**config.mk**
```make
export PLATFORM = sky130hd
export DESIGN_NAME = tjc_cfg
export DESIGN_NICKNAME = d
export VERILOG_FILES = /design/src/hdl/tjc_pkg.sv /design/src/hdl/tjc_cfg.sv
export SDC_FILE = /design/constraint.sdc
export NUM_CORES = 1
export LEC_CHECK = 0
export BUFFER_PORTS_ARGS = -buffer_cell sky130_fd_sc_hd__buf_2
export CAP_MARGIN = 20
export CORE_ASPECT_RATIO = 0.75
export CORE_MARGIN = 2
export CORE_UTILIZATION = 40
export DETAILED_ROUTE_END_ITERATION = 8
export GPL_ROUTABILITY_DRIVEN = 1
export PLACE_DENSITY = 0.76
export SLEW_MARGIN = 20
export SYNTH_ARGS = -nofsm -noshare
export SYNTH_HDL_FRONTEND = slang
export SYNTH_SLANG_ARGS = --single-unit
```
**constraint.sdc**
```tcl
create_clock -name clk -period 1.9 [get_ports clk]
set_input_delay 0.19 -clock clk [delete_from_list [all_inputs] [get_ports clk]]
set_output_delay 0.19 -clock clk [all_outputs]
set_load 0.03 [all_outputs]
```
**src/hdl/tjc_pkg.sv**
```systemverilog
package tjc_pkg;

  localparam int SCALE_W = 12;
  localparam int DIST_W  = 14;
  localparam int OFS_W   = 12;
  localparam int CELL_W  = 8;
  localparam int VIS_W   = 8;
  localparam int DATA_W  = 32;
  localparam int ADDR_W  = 4;

  localparam int BLOCKED = 9999;
  localparam int NEAR_MM = 300;

  localparam logic [SCALE_W-1:0] SCALE_RESET = 12'd1500;
  localparam logic [DIST_W-1:0]  FREE_RESET  = 14'd1200;
  localparam logic [1:0]         HEAD_RESET  = 2'd0;

  localparam logic [1:0] REG_SCALE   = 2'd0;
  localparam logic [1:0] REG_FREE    = 2'd1;
  localparam logic [1:0] REG_HEADING = 2'd2;

  localparam logic [2:0] ACT_NONE  = 3'd0;
  localparam logic [2:0] ACT_KEEP  = 3'd1;
  localparam logic [2:0] ACT_LEFT  = 3'd2;
  localparam logic [2:0] ACT_RIGHT = 3'd3;
  localparam logic [2:0] ACT_BACK  = 3'd4;

  typedef struct packed {
    logic [SCALE_W-1:0] scale;
    logic [DIST_W-1:0]  free_path;
    logic               heading_wr;
  } cfg_t;

endpackage

```
**src/hdl/tjc_cfg.sv**
```systemverilog
module tjc_cfg (
  input  logic                        clk,
  input  logic                        rst,
  input  logic                        psel,
  input  logic                        penable,
  input  logic                        pwrite,
  input  logic [tjc_pkg::ADDR_W-1:0]  paddr,
  input  logic [tjc_pkg::DATA_W-1:0]  pwdata,
  output logic [tjc_pkg::DATA_W-1:0]  prdata,
  output logic                        pready,
  output tjc_pkg::cfg_t               cfg
);

  logic [tjc_pkg::SCALE_W-1:0] scale;
  logic [tjc_pkg::DIST_W-1:0]  free_path;
  logic [1:0]                  start_heading;
  logic                        wr;

  assign pready = 1'b1;
  assign wr = psel && penable && pwrite;

  always_ff @(posedge clk) begin
    if (rst) begin
      scale         <= tjc_pkg::SCALE_RESET;
      free_path     <= tjc_pkg::FREE_RESET;
      start_heading <= tjc_pkg::HEAD_RESET;
    end else if (wr) begin
      unique case (paddr[3:2])
        tjc_pkg::REG_SCALE:   scale         <= pwdata[tjc_pkg::SCALE_W-1:0];
        tjc_pkg::REG_FREE:    free_path     <= pwdata[tjc_pkg::DIST_W-1:0];
        tjc_pkg::REG_HEADING: start_heading <= pwdata[1:0];
        default: ;
      endcase
    end
  end

  always_comb begin
    unique case (paddr[3:2])
      tjc_pkg::REG_SCALE:   prdata = tjc_pkg::DATA_W'(scale);
      tjc_pkg::REG_FREE:    prdata = tjc_pkg::DATA_W'(free_path);
      tjc_pkg::REG_HEADING: prdata = tjc_pkg::DATA_W'(start_heading);
      default:              prdata = '0;
    endcase
  end

  assign cfg.scale         = scale;
  assign cfg.free_path     = free_path;
  assign cfg.heading_wr    = wr && (paddr[3:2] == tjc_pkg::REG_HEADING);

endmodule

```
==> key figures <==
Critical path
  – Top cell by count, worst path: buf_2
  – Startpoint type of the worst setup path: input pin
  – CP Class: input pin to output pin
  – Kind of end point of the critical path: output pin
  – Crit path cell chain: buf_2 -> nor2b_1 -> nand4_1 -> inv_1 -> buf_2
  – Worst R2R Setup Slack: 1260 ps
  – CP max FO: 16
  – Data arrival, critical path: between 1000 and 1500 ps
  – Largest stage delay, worst path: 310 ps
  – Slowest-stage cell, CP: buf_2
  – WP data required: 1710 ps

Pwr
  – Largest vdd supply drop: 0.373 mV
  – Power share of the combinational group: 19.0%
  – Clock network power share: 27.7%
  – NetSw: 0.000325 W
  – Power per cell area: 608 nW/um^2
  – Register share of total power: roughly 53%
  – Internal power: between 0.0007 and 0.0008 W
  – Leak: 0.903 nW
  – Sw frac: 28.9%

Timing
  – Total Neg Setup Slack: 0 ps
  – Max-slew violations: 0
  – Max Freq: 0.680 GHz
  – Count of final hold-check violations: 0
  – Final setup viols: 0
  – WHS: 174 ps
  – Min cycle time layout: 1470 ps
  – Clock Skew: 0 ps
  – Part of the cycle the worst path needs: 77.4%
  – Unrepaired setup endpoints after global routing: false
  – Max_slew headroom: between 50% and 60%
  – Worst slew pin tran: 643 ps

Place
  – Number of port buffers: 61
  – Area post-placement: 1810 sq um
  – GPL Wtd Cong: 0.695
  – Cells after DPL: around 270
  – Post-DP HPWL: around 2300 um

Run status
  – Run status: finished, final reports clean

Routing
  – WL/cell: between 10 and 15 um
  – Vias: about 1.2k
  – DR DRC count: 0
  – Post-Route WL: 3100 um
  – Detailed Routing Iterations Pass 1: 4
  – Starting DRT DRC Count: 44
  – Routed Antenna Nets: 0
  – Vias per cell: 4.35

Clocking
  – Clock Latency Late Sink: between 200 and 300 ps
  – Cts bufs inserted: 3
  – CTS Hold Bufs: 0
  – Post_cts resized: 0
  – Clock tree buffer depth: 2
  – Clock Pin Slew Worst Setup and Hold Paths: 80 ps
  – Num Clock Sinks: 28
  – H-tree Lvls: 1
  – CTS tree: done
  – Clock root cell: clkbuf_8
  – Post-CTS Setup Repair Bufs: 0

Floorplan
  – Starting Density: between 40% and 50%
  – Num rows: 19
  – CORE AREA: about 3700 sq um
  – Width of the die: 76.5 um
  – I/O pins: 101
  – Die area: approximately 4500 sq um
  – Vert. Die Dim: 58.3 um

Final layout
  – P&R area growth vs syn: 17.4%
  – Fin nets: 268
  – # fillers: 376
  – # diodes: 0
  – Utilization after layout: ~50%
  – Share of cells above drive strength 1: a little under a third
  – Final Instance Area: 1850 sq um
  – Final non-filler cell total: approximately 280

Synth
  – Synth unique cells: 20
  – Post-synthesis sequential area ratio: roughly 36%
  – Syn_area_per_cell: 9.21 sq um
  – Gate Count Post-Synth: 171
  – #FFs+latches synth: 28
  – YS warnings: 0
  – Mapped Area: 1580 sq um

GRT
  – Tot GR Track Use: between 10 and 15%
  – Largest net degree at the start of global routing: 48
  – Total gr overflow: 0
  – First-pass GRT wire length: 4950 um
  – Initial antenna violation count: 0
  – Number of global-route vias before repair: approximately 1.0k

Min path
  – Worst min-delay path category: input pin to register

Run
  – Max_cap viols: 0
sequential cells by signal (all words and copies together) (netlist names):
signal	cells
free_path	14
scale	12
start_heading	2
final timing paths:
path	from	end	cells past startpoint
max	paddr[3]	cfg[0]	5
min	pwdata[13]	free_path[13]$_SDFFE_PP0P_	3
max reg2reg	free_path[1]$_SDFFE_PP0P_	free_path[1]$_SDFFE_PP0P_	2
min reg2reg	start_heading[0]$_SDFFE_PP0P_	start_heading[0]$_SDFFE_PP0P_	2
cell usage in the layout (no fill, tap or decap), drive strengths merged:
| cell type | instances |
|---|---|
| buf | 64 |
| mux2i | 40 |
| nor2 | 29 |
| nand2b | 28 |
| dfxtp | 28 |
| conb | 19 |
| clkbuf | 3 |
| nor2b | 3 |
| nand2 | 2 |
| o21ai | 2 |
| and2 | 2 |
| nand4 | 1 |
| inv | 1 |
| nand3 | 1 |
| nor3 | 1 |
| or3 | 1 |
cell families after synthesis:
logic type | Yosys count | share of synthesized area (%)
buf+inv | 31 | 14.5
compound gates | 2 | 0.635
simple gates | 68 | 23.4
other cells | 2 | 0.477
flops | 28 | 35.6
mux | 40 | 25.4
power groups by stage:
| stage | clock network (W) | logic (W) | registers, W |
|---|---|---|---|
| after floorplan | 0 | 0.000180 | 0.000627 |
| final | 0.000311 | 0.000214 | 0.000600 |
| after CTS | 0.000326 | 0.000214 | 0.000600 |
| after detailed placement | 0 | 0.000214 | 0.000613 |
| after global routing | 0.000347 | 0.000229 | 0.000601 |
| after global placement | 0 | 0.000212 | 0.000613 |
through the flow:
step,setup WS [ps],total power [W]
2_1_floorplan,398,0.000806
3_3_place_gp,414,0.000825
3_5_place_dp,392,0.000827
4_1_cts,432,0.00114
5_1_grt,282,0.00118
6_report,429,0.00112
worst max-delay path: cells and delay by family:
family / cells / cell delay [ps]
buf+inv: 3 / 590
simple gates: 2 / 490
synthesized netlist by cell type:
cell      instances  share of area (%)
nand3_2           1               0.64
nor2b_1           2               0.79
nor2_1           29                6.9
o21ai_0           2               0.64
conb_1            2               0.48
nand2b_1         28                 11
nor2b_4           1               0.87
clkbuf_1          6                1.4
mux2i_1          40                 25
buf_6             3                2.1
buf_4            19                9.1
buf_12            1                1.3
buf_2             1               0.32
inv_1             1               0.24
and2_1            2               0.79
nor3_4            1                1.0
nand4_1           1               0.40
nand2_1           2               0.48
or3_1             1               0.40
dfxtp_1          28                 36
cell type report:
cell class | instances | area (sq um) | area share (%)
multi-input cells | 129 | 851 | 46.0
flip-flops and latches | 28 | 561 | 30.3
repair buffers | 64 | 328 | 17.7
well taps | 52 | 65.1 | 3.52
clock buffers | 3 | 41.3 | 2.23
inverters | 1 | 3.75 | 0.203
routing by layer:
metal | vias up | GRT usage [%] | wire length [um]
li1 | 623 | - | -
met1 | 534 | 18.3 | 1510
met2 | 45 | 23.3 | 1360
met3 | 2 | 4.14 | 215
met4 | 0 | 2.34 | 10
met5 | - | 0 | 0
No activity file was read; power rests on OpenSTA's default activity.
